$ cat src/rtl/core/assert_macros.svh
// Assertion macros shared by the clip unit modules.
// Each macro expects clk_i and rst_ni to exist in the module that uses it.
`ifndef ASSERT_MACROS_SVH
`define ASSERT_MACROS_SVH
`ifndef SYNTHESIS
`define ASSERT_RST(lbl, prop, msg) \
  lbl: assert property (@(posedge clk_i) disable iff (!rst_ni) prop) else $error(msg);
`define ASSERT_ALWAYS(lbl, prop, msg) \
  lbl: assert property (@(posedge clk_i) prop) else $error(msg);
`else
`define ASSERT_RST(lbl, prop, msg)
`define ASSERT_ALWAYS(lbl, prop, msg)
`endif
`endif

$ cat src/rtl/core/lswc_pkg.sv
package lswc_pkg;

  localparam int unsigned CB = 16;
  localparam int unsigned LAT = CB + 1;
  localparam int unsigned QDEPTH = 4;
  localparam int unsigned QPTR_W = $clog2(QDEPTH);
  localparam int unsigned CFG_IDX_W = 2;

  localparam logic [CFG_IDX_W-1:0] REG_WINDOW_LEFT   = 2'd0;
  localparam logic [CFG_IDX_W-1:0] REG_WINDOW_BOTTOM = 2'd1;
  localparam logic [CFG_IDX_W-1:0] REG_WINDOW_RIGHT  = 2'd2;
  localparam logic [CFG_IDX_W-1:0] REG_WINDOW_TOP    = 2'd3;

  localparam int unsigned RGN_LEFT  = 0;
  localparam int unsigned RGN_RIGHT = 1;
  localparam int unsigned RGN_BELOW = 2;
  localparam int unsigned RGN_ABOVE = 3;

  typedef logic signed [CB-1:0] coord_t;
  typedef logic signed [CB:0]   diff_t;
  typedef logic signed [CB+1:0] wide_t;
  typedef logic [CB-1:0]        mag_t;
  typedef logic [3:0]           region_t;

  localparam coord_t WIN_LEFT_RST   = coord_t'(100);
  localparam coord_t WIN_BOTTOM_RST = coord_t'(100);
  localparam coord_t WIN_RIGHT_RST  = coord_t'(300);
  localparam coord_t WIN_TOP_RST    = coord_t'(300);

  typedef struct packed {
    coord_t left;
    coord_t bottom;
    coord_t right;
    coord_t top;
  } lswc_window_t;

  typedef struct packed {
    coord_t  ax;
    coord_t  ay;
    coord_t  bx;
    coord_t  by;
    region_t ca;
    region_t cb;
    logic    reject;
  } lswc_job_t;

  typedef struct packed {
    wide_t x;
    wide_t y;
  } lswc_point_t;

  function automatic region_t region_f(input coord_t x, input coord_t y,
                                       input lswc_window_t w);
    region_t c;
    c = '0;
    c[RGN_LEFT]  = x < w.left;
    c[RGN_RIGHT] = x > w.right;
    c[RGN_BELOW] = y < w.bottom;
    c[RGN_ABOVE] = y > w.top;
    return c;
  endfunction

  function automatic mag_t mag_f(input diff_t v);
    diff_t n;
    n = -v;
    return v[CB] ? n[CB-1:0] : v[CB-1:0];
  endfunction

endpackage

$ cat src/rtl/core/lswc_front.sv
`include "assert_macros.svh"

module lswc_front (
  input  logic                 clk_i,
  input  logic                 rst_ni,
  input  lswc_pkg::lswc_window_t win_i,
  input  logic                 push_i,
  output logic                 full_o,
  input  lswc_pkg::coord_t     start_x_i,
  input  lswc_pkg::coord_t     start_y_i,
  input  lswc_pkg::coord_t     end_x_i,
  input  lswc_pkg::coord_t     end_y_i,
  input  logic                 q_pop_i,
  output logic                 q_empty_o,
  output lswc_pkg::lswc_job_t  q_job_o
);
  import lswc_pkg::*;

  lswc_job_t         mem_q [QDEPTH];
  logic [QPTR_W-1:0] wr_q, wr_d, rd_q, rd_d;
  logic [QPTR_W:0]   cnt_q, cnt_d;
  lswc_job_t         job;
  logic              push_ok;

  always_comb begin
    job.ax = start_x_i;
    job.ay = start_y_i;
    job.bx = end_x_i;
    job.by = end_y_i;
    job.ca = region_f(start_x_i, start_y_i, win_i);
    job.cb = region_f(end_x_i, end_y_i, win_i);
    job.reject = |(job.ca & job.cb);
  end

  assign full_o    = cnt_q == (QPTR_W+1)'(QDEPTH);
  assign q_empty_o = cnt_q == '0;
  assign push_ok   = push_i && !full_o;
  assign q_job_o   = mem_q[rd_q];

  always_comb begin
    wr_d  = wr_q;
    rd_d  = rd_q;
    cnt_d = cnt_q;
    if (push_ok) begin
      wr_d = (wr_q == QPTR_W'(QDEPTH - 1)) ? '0 : wr_q + 1'b1;
    end
    if (q_pop_i) begin
      rd_d = (rd_q == QPTR_W'(QDEPTH - 1)) ? '0 : rd_q + 1'b1;
    end
    if (push_ok && !q_pop_i) begin
      cnt_d = cnt_q + 1'b1;
    end else if (!push_ok && q_pop_i) begin
      cnt_d = cnt_q - 1'b1;
    end
  end

  always_ff @(posedge clk_i or negedge rst_ni) begin
    if (!rst_ni) begin
      wr_q  <= '0;
      rd_q  <= '0;
      cnt_q <= '0;
    end else begin
      wr_q  <= wr_d;
      rd_q  <= rd_d;
      cnt_q <= cnt_d;
    end
  end

  always_ff @(posedge clk_i) begin
    if (push_ok) begin
      mem_q[wr_q] <= job;
    end
  end

  `ASSERT_RST(a_cnt_bound, cnt_q <= (QPTR_W+1)'(QDEPTH), "queue count exceeds depth")
  `ASSERT_RST(a_pop_nonempty, q_pop_i |-> cnt_q != '0, "queue popped while empty")
  `ASSERT_RST(a_push_grows, (push_ok && !q_pop_i) |=> cnt_q == $past(cnt_q) + 1'b1,
              "queue count did not grow on push")

endmodule

$ cat config.mk
export PLATFORM = sky130hd
export DESIGN_NAME = lswc_front
export DESIGN_NICKNAME = d
export VERILOG_FILES = /design/src/rtl/core/lswc_pkg.sv /design/src/rtl/core/lswc_front.sv
export VERILOG_INCLUDE_DIRS = /design/src /design/src/rtl/core
export SDC_FILE = /design/constraint.sdc
export NUM_CORES = 1
export LEC_CHECK = 0
export ABC_AREA = 1
export BUFFER_PORTS_ARGS = -buffer_cell sky130_fd_sc_hd__buf_4
export CAP_MARGIN = 25
export CORE_ASPECT_RATIO = 1.5
export CORE_MARGIN = 2
export CORE_UTILIZATION = 30
export DETAILED_ROUTE_END_ITERATION = 16
export MAX_ROUTING_LAYER = met4
export PLACE_DENSITY = 0.52
export SYNTH_ARGS = -nofsm -noshare
export SYNTH_HDL_FRONTEND = slang
export SYNTH_SLANG_ARGS = --single-unit
$ cat constraint.sdc
create_clock -name clk_i -period 4.97 [get_ports clk_i]
set_input_delay 0.2485 -clock clk_i [delete_from_list [all_inputs] [get_ports clk_i]]
set_output_delay 0.2485 -clock clk_i [all_outputs]
set_load 0.1 [all_outputs]
# Yosys cells after proc, flatten, opt, wreduce, memory -nomap -nowiden
# Memories as Yosys holds them, arrays and structs flattened.
# Cells that the tools add are included.
# classes
addsub	4
multipliers	0
n_div	0
magnitude_cmp	8
eq_ne	3
shifts	0
n_mux	6
bitwise_logic	1
n_reduce_logical	9
# ops
op	n
16-bit > comparator	4
16-bit < comparator	4
3-bit two-way mux	2
2-bit by 1-bit adder with 2-bit output (second input constant)	2
4-bit AND	1
2-bit equality test (second input constant)	2
2-bit two-way mux	2
4-bit OR reduction	1
3-bit by 1-bit adder with 3-bit output (second input constant)	1
3-bit equality test (second input constant)	1
1-bit logical AND	3
1-bit logical NOT	3
3-bit logical NOT	1
3-bit by 1-bit subtractor with 3-bit output (second input constant)	1
1-bit two-way mux	2
2-bit nonzero test	1
# totals
reg_bits	7
latch_bits	0
ram_bits	292
rom_bits	0
in_bits	132
wordCells	35
n_memories	1
# mem_list
memory	depth	word_bits	read_ports	rd_clocked_by_memory_dff	wr	line	source
mem_q	4	73	1	0	1	lswc_front.sv:19	lswc_job_t mem_q [QDEPTH];

# Logic depth before layout (Yosys ltp)
# Gate-level depths: netlist of run 1.
# logic_depth
word_depth	7
mapped_depth	16
mapped_depth_nobuf	16

# Least setup slack after synthesis of run 1
# No wires, ideal clock.
# synth_path
path_kind	register to register
start	reg wr_q[0]
end	mem mem_q[2][0] (netlist name) (enable)
setup_ps	504
t_arrival_ps	3693
required_ps	4466
setup_slack_ps	773
path_stages_with_launch	5
n_path_buf	0
path_cell_list	dfrtp_1 -> inv_1 -> ha_1 -> inv_1 -> nor2_1
# synth_rtl
element	line	source
start, declared	lswc_front.sv:20	logic [QPTR_W-1:0] wr_q, wr_d, rd_q, rd_d;
start signal, assigned	lswc_front.sv:63	wr_q <= wr_d;
end, declared	lswc_front.sv:19	
# Straight into the memory's write port.

==> results.sh, run 1 <==
export IMPL_cp_start_kind="flip-flop"
export IMPL_hold_viol_final=0
export IMPL_ff_latch_area_um2=8950
export IMPL_hpwlAfterDp_mm=27.5
export IMPL_yosys_mux_area_fraction_pct=0.0783
export IMPL_drv_cap=0
export IMPL_coreArea_um2=47500
export IMPL_synth_seq_area_share_pct=62.2
export IMPL_finalSetupViolations=0
export IMPL_worstPathMaxFanout=77
export IMPL_grt_pass1_wl_mm=60.2
export IMPL_clk_latency_ps=560
export IMPL_wl_met1_mm=15.7
export IMPL_cts_sinks=299
export IMPL_floorplan_initialDensity_pct=30.3
export IMPL_min_period_ps=3650
export IMPL_dr_wl_met3_mm=1.27
export IMPL_io_pins=207
export IMPL_synth_simple_area_share_pct=10.2
export IMPL_drt_initial_drc_count=527
export IMPL_cts_root_buf="clkbuf_16"
export IMPL_die_w_um=183
export IMPL_crit_family="buffers and inverters"
export IMPL_synth_top_family_by_area="adder cells"
export IMPL_criticalPathCategory="reg -> out"
export IMPL_diodes=0
export IMPL_synthCells=1268
export IMPL_cts_buffers=29
export IMPL_synth_fa_ha_area_share_pct=11.5
export IMPL_placementRows=98
export IMPL_synth_xor_area_share_pct=0.122
export IMPL_final_layout_size_suffix_gt1_share_pct=18.8
export IMPL_ys_ff_latch=299
export IMPL_r2r_start="cnt_q[0]"
export IMPL_numPortBuffers=206
export IMPL_skew_ps=15.1
export IMPL_yosysWarnings=0
export IMPL_first_pass_iters=5
export IMPL_p_per_area_nw_per_um2=640
export IMPL_dieArea_um2=49700
export IMPL_arrival_ps=3410
export IMPL_drc=0
export IMPL_track_usage_pct=16.4
export IMPL_finalNonFillerCells=2158
export IMPL_r2r_cells=4
export IMPL_relSlewSlack_pct=39.0
export IMPL_grt_pass1_vias=10500
export IMPL_overflow=0
export IMPL_hp_class="in -> async"
export IMPL_num_fill_cells=4591
export IMPL_cts_tree="yes"
export IMPL_syn_area_per_cell_um2=11.3
export IMPL_grt_antenna_before_repair=0
export IMPL_final_nets=1799
export IMPL_setup_tns_ps=0
export IMPL_dp_cells=2039
export IMPL_status="finished, final reports clean"
export IMPL_tightest_slew_ps=915
export IMPL_cts_resized_gates=0
export IMPL_h_tree_depth=1
export IMPL_syn_to_final_growth_pct=26.6
export IMPL_routed_via_count=10400
export IMPL_dr_wl_met2_mm=21.1
export IMPL_cts_buffer_depth=3
export IMPL_routed_wl_mm=39.9
export IMPL_antenna_left=0
export IMPL_gp_congestion=0.826
export IMPL_preCtsSetupSlack_ps=1910
export IMPL_critPathBufInv=3
export IMPL_end_kind="output pin"
export IMPL_critPathSlowestCell="dfrtp_4"
export IMPL_worst_slack_ps=1320
export IMPL_cp_slowest_stage_delay_ps=750
export IMPL_power_leakage_nw=7.34
export IMPL_peakVddDrop_mv=0.543
export IMPL_power_mw=11.6
export IMPL_worstPathCellList="inv_4 -> buf_12 -> o21ai_1 -> o22ai_1 -> buf_4"
export IMPL_synth_nets=1531
export IMPL_timing_fmax_mhz=274
export IMPL_r2r_setup_slack_ps=2530
export IMPL_vias_per_cell=4.83
export IMPL_netlist_area_um2=14400
export IMPL_cp_required_ps=4720
export IMPL_final_period_utilization_pct=73.5
export IMPL_multi_input_area_um2=4810
export IMPL_synth_compound_area_share_pct=11.4
export IMPL_routed_top_layer="met4"
export IMPL_drt_wirelength_per_cell_um=18.5
export IMPL_clk_pin_slew_worst_paths_ps=60
export IMPL_slew_viol_final=0
export IMPL_rsz0062_at_grt="no"
export IMPL_die_y_um=272
export IMPL_r2r_end="mem_q[2][16]"
export IMPL_synth_cell_types=35
export IMPL_grt_start_max_net_pins=85
## stage by stage
stage | utilization, % | hold slack, ps | instance area (µm²)
after floorplan | - | -47.1 | 14400
after global placement | 35.0 | 68.8 | 16600
after detailed placement | 35.1 | 70.3 | 16600
after CTS | 38.4 | 6.77 | 18200
after global routing | 38.4 | 26.5 | 18200
final | 38.4 | 31.4 | 18200
## report_power, final
group	internal (mW)	switching [mW]	leakage (nW)
sequential	3.33	0.170	2.75
combinational	1.20	4.84	4.15
clock	1.18	0.933	0.435
## state kept, by name, indices dropped and copies added, names as in the netlist
signal  cells
mem_q     292
wr_q        2
cnt_q       3
rd_q        2
## layout make-up
| type | instances | area share (%) |
|---|---|---|
| timing repair buffer | 285 | 12.9 |
| tap | 600 | 4.12 |
| multi-input combinational | 801 | 26.4 |
| inverter | 120 | 2.49 |
| clock inverter | 17 | 0.804 |
| sequential | 299 | 49.2 |
| clock buffer | 36 | 4.13 |
## worst reg2reg max path: cells and delay by family, from the launching register on
family / cells / cell delay, ps
buffers and inverters: 1 / 560
flip-flops: 1 / 410
AND/OR/NAND/NOR: 2 / 890
AO/OA/AOI/OAI: 1 / 190
## synth_stat cells (all sizes together)
| master | instances | area (µm²) |
|---|---|---|
| nand4 | 3 | 18.8 |
| clkinv | 2 | 7.51 |
| nand3 | 24 | 130 |
| or2 | 1 | 6.26 |
| mux2 | 1 | 11.3 |
| o21ai | 165 | 830 |
| a21o | 1 | 7.51 |
| clkbuf | 25 | 93.8 |
| a31oi | 2 | 12.5 |
| buf | 23 | 114 |
| xor2 | 1 | 8.76 |
| xnor2 | 1 | 8.76 |
| ha | 130 | 1630 |
| inv | 118 | 443 |
| edfxtp | 292 | 8770 |
| fa | 1 | 20.0 |
| dfrtp | 7 | 175 |
| nor3 | 5 | 30.0 |
| o22ai | 73 | 457 |
| nor2 | 181 | 689 |
| nor4 | 1 | 21.3 |
| nand2 | 149 | 569 |
| a21oi | 56 | 284 |
| o21bai | 1 | 7.51 |
| o21a | 5 | 37.5 |
## worst max-delay path by stage
stage | start | endpoint | slack [ps] | cells past startpoint
4_1_cts | rd_q[0] | q_job_o[70] | 1300 | 5
5_1_grt | rd_q[0] | q_job_o[49] | 1130 | 4
6_report | rd_q[0] | q_job_o[70] | 1320 | 5
3_5_place_dp | rd_q[0] | q_job_o[70] | 1910 | 5
3_3_place_gp | rd_q[0] | q_job_o[31] | 1910 | 5
2_1_floorplan | wr_q[0] | mem_q[2][0] | 770 | 4
## cells by family after synthesis
family / Yosys count
and+or+nand+nor: 364
AOI/OAI and AO/OA: 303
DFF: 299
buffers and inverters: 168
adders and majority gates: 131
xor gates and xnor gates: 2
muxes: 1
## layer usage
layer | track usage (%) | vias up
li1 | - | 5062
met1 | 18.1 | 5038
met2 | 29.3 | 237
met3 | 1.67 | 87
met4 | 7.83 | 0
met5 | - | -
## layout by cell type (no fill, tap or decap), types with 29 or more instances in the layout
cell type | netlist | routed
a21oi_1 | 55 | 55
buf_4 | 0 | 216
clkbuf_16 | 0 | 29
dlygate4sd3_1 | 0 | 66
edfxtp_1 | 292 | 292
ha_1 | 130 | 130
inv_1 | 107 | 106
nand2_1 | 145 | 145
nor2_1 | 179 | 175
o21ai_0 | 99 | 99
o21ai_1 | 65 | 65
o22ai_1 | 73 | 73
## timing repair
item | 4_1_cts | 5_1_grt
setup buffers | 0 | 0
endpoints found under the hold margin | 265 | 0
hold buffers | 66 | 0
No activity file was read; power rests on OpenSTA's default activity.
==> run 2, diff against run 1 <==
PLACE_DENSITY = 0.54   (was 0.52)
clock period = 3.3 ns   (was 4.97 ns; I/O delays follow)
==> run 2 against run 1 <==
Sequential power up 50%. Combinational power rose by 51%. Final cell count rose by 0.32%. Highest routed layer unchanged. Critical endpoint is now q_job_o[51]. Critical path depth did not move. First-iteration DRC count decreased by 9.5%.
==> results.sh, run 2 (synthesized netlist as in run 1, its figures left out) <==
export IMPL_grt_pass1_vias=10500
export IMPL_skew_ps=13.0
export IMPL_routed_wl_mm=40.5
export IMPL_final_nets=1807
export IMPL_min_period_ps=2910
export IMPL_drc=0
export IMPL_coreArea_um2=47500
export IMPL_drt_initial_drc_count=477
export IMPL_drt_wirelength_per_cell_um=18.7
export IMPL_cp_start_kind="flip-flop"
export IMPL_relSlewSlack_pct=45.9
export IMPL_dp_cells=2046
export IMPL_clk_pin_slew_worst_paths_ps=70
export IMPL_overflow=0
export IMPL_dieArea_um2=49700
export IMPL_final_cell_mix="edfxtp_1 (292), buf_4 (218), nor2_1 (175)"
export IMPL_timing_fmax_mhz=344
export IMPL_drv_cap=0
export IMPL_die_w_um=183
export IMPL_placementRows=98
export IMPL_io_pins=207
export IMPL_crit_family="buffers and inverters"
export IMPL_cts_resized_gates=0
export IMPL_rsz0062_at_grt="no"
export IMPL_grt_pass1_wl_mm=60.7
export IMPL_cp_required_ps=3130
export IMPL_critPathBufInv=3
export IMPL_cts_tree="yes"
export IMPL_grt_antenna_before_repair=0
export IMPL_floorplan_initialDensity_pct=30.3
export IMPL_numPortBuffers=206
export IMPL_hold_slack_ps=77.6
export IMPL_largest_register_ffs=292
export IMPL_h_tree_depth=1
export IMPL_final_core_util_pct=38.6
export IMPL_hpwlAfterDp_mm=27.9
export IMPL_hold_viol_final=0
export IMPL_mostFrequentLayoutCell="edfxtp_1"
export IMPL_postPlaceCellArea_um2=16800
export IMPL_critPathSlowestCell="dfrtp_4"
export IMPL_cts_sinks=299
export IMPL_final_layout_size_suffix_gt1_share_pct=18.9
export IMPL_routed_via_count=10400
export IMPL_first_pass_iters=5
export IMPL_design_area_um2=18300
export IMPL_criticalPathCategory="reg -> out"
export IMPL_gp_congestion=0.849
export IMPL_vias_per_cell=4.81
export IMPL_finalNonFillerCells=2165
export IMPL_grt_start_max_net_pins=107
export IMPL_clk_latency_ps=550
export IMPL_cts_buffer_depth=3
export IMPL_worstPathCellList="inv_4 -> buf_4 -> o21ai_1 -> o22ai_1 -> buf_4"
export IMPL_finalSetupViolations=0
export IMPL_peakVddDrop_mv=0.765
export IMPL_hp_class="in -> reg"
export IMPL_power_leakage_nw=7.40
export IMPL_final_period_utilization_pct=88.2
export IMPL_status="finished, final reports clean"
export IMPL_slew_viol_final=0
export IMPL_cts_root_buf="clkbuf_16"
export IMPL_reg_top3="mem_q: 292 flops, cnt_q: 3 flops"
export IMPL_antenna_left=0
export IMPL_cp_slowest_stage_delay_ps=680
export IMPL_arrival_ps=2740
export IMPL_die_y_um=272
export IMPL_diodes=0
export IMPL_worstPathMaxFanout=44
export IMPL_crit_top_cell="buf_4"
export IMPL_end_kind="output pin"
export IMPL_track_usage_pct=16.7
export IMPL_regMostFlops="mem_q"
export IMPL_tightest_slew_ps=810
export IMPL_p_per_area_nw_per_um2=961
export IMPL_syn_to_final_growth_pct=27.5
export IMPL_cts_buffers=29
## run 2: cell types whose count changed in the layout (fill, tap and decap cells not counted)
cell	previous run	this run
clkinv_1	5	12
buf_12	2	8
clkbuf_1	7	3
clkinvlp_4	3	0
buf_4	216	218
clkinv_2	7	5
buf_16	1	0
bufinv_16	2	3
dlygate4sd3_1	66	67
## run 2: report_power, final
| group | total [mW] | switching (mW) | internal [mW] | leakage [nW] |
|---|---|---|---|---|
| clock network | 3.23 | 1.39 | 1.83 | 0.448 |
| registers | 5.24 | 0.232 | 5.01 | 2.75 |
| logic | 9.15 | 7.25 | 1.90 | 4.20 |
## run 2: what timing repair did
action	4_1_cts	5_1_grt
endpoints found under the hold margin	265	0
hold buffers	67	0
buffers inserted	0	0
## run 2: worst paths after layout
path,to,startpoint,cells past startpoint,slack [ps]
setup / recovery,q_job_o[51],rd_q[0],5,390
hold / removal,wr_q[1],push_i,4,80
setup reg to reg,cnt_q[1],cnt_q[0],7,970
hold reg to reg,cnt_q[0],cnt_q[0],1,530
max in group asynchronous,rd_q[0],rst_ni,3,2390
min in group asynchronous,cnt_q[1],rst_ni,3,590
## run 2: metrics by stage
stage / setup TNS [ps] / power [mW] / setup slack [ps]
after CTS: 0 / 17.8 / 293
after floorplan: -261690 / 12.2 / -897
after global placement: 0 / 14.5 / 898
after detailed placement: 0 / 14.5 / 897
final: 0 / 17.6 / 390
after global routing: 0 / 18.4 / 241
## run 2: per-layer routing
metal | share of wire [%] | wire length [µm] | global-route usage, % | vias up
met5 | 0 | 0 | - | -
met4 | 3.5 | 1410 | 6.37 | 0
met3 | 3.9 | 1590 | 1.87 | 70
met2 | 55 | 22200 | 31.2 | 239
met1 | 38 | 15300 | 17.9 | 5029
li1 | - | - | - | 5085
## run 2: tightest hold or removal path, stage by stage
cell     delay, ps
buf_4           80
o21ai_2        140
inv_2          120
o21ai_0         80
## run 2: cell type report
class                   instances  area, µm²
clock buffers                  32        737
clock inverters                20        170
fillers                      4578      29100
inverters                     120        453
multi-input cells             801       4810
flip-flops and latches        299       8950
well taps                     600        751
repair buffers                293       2470
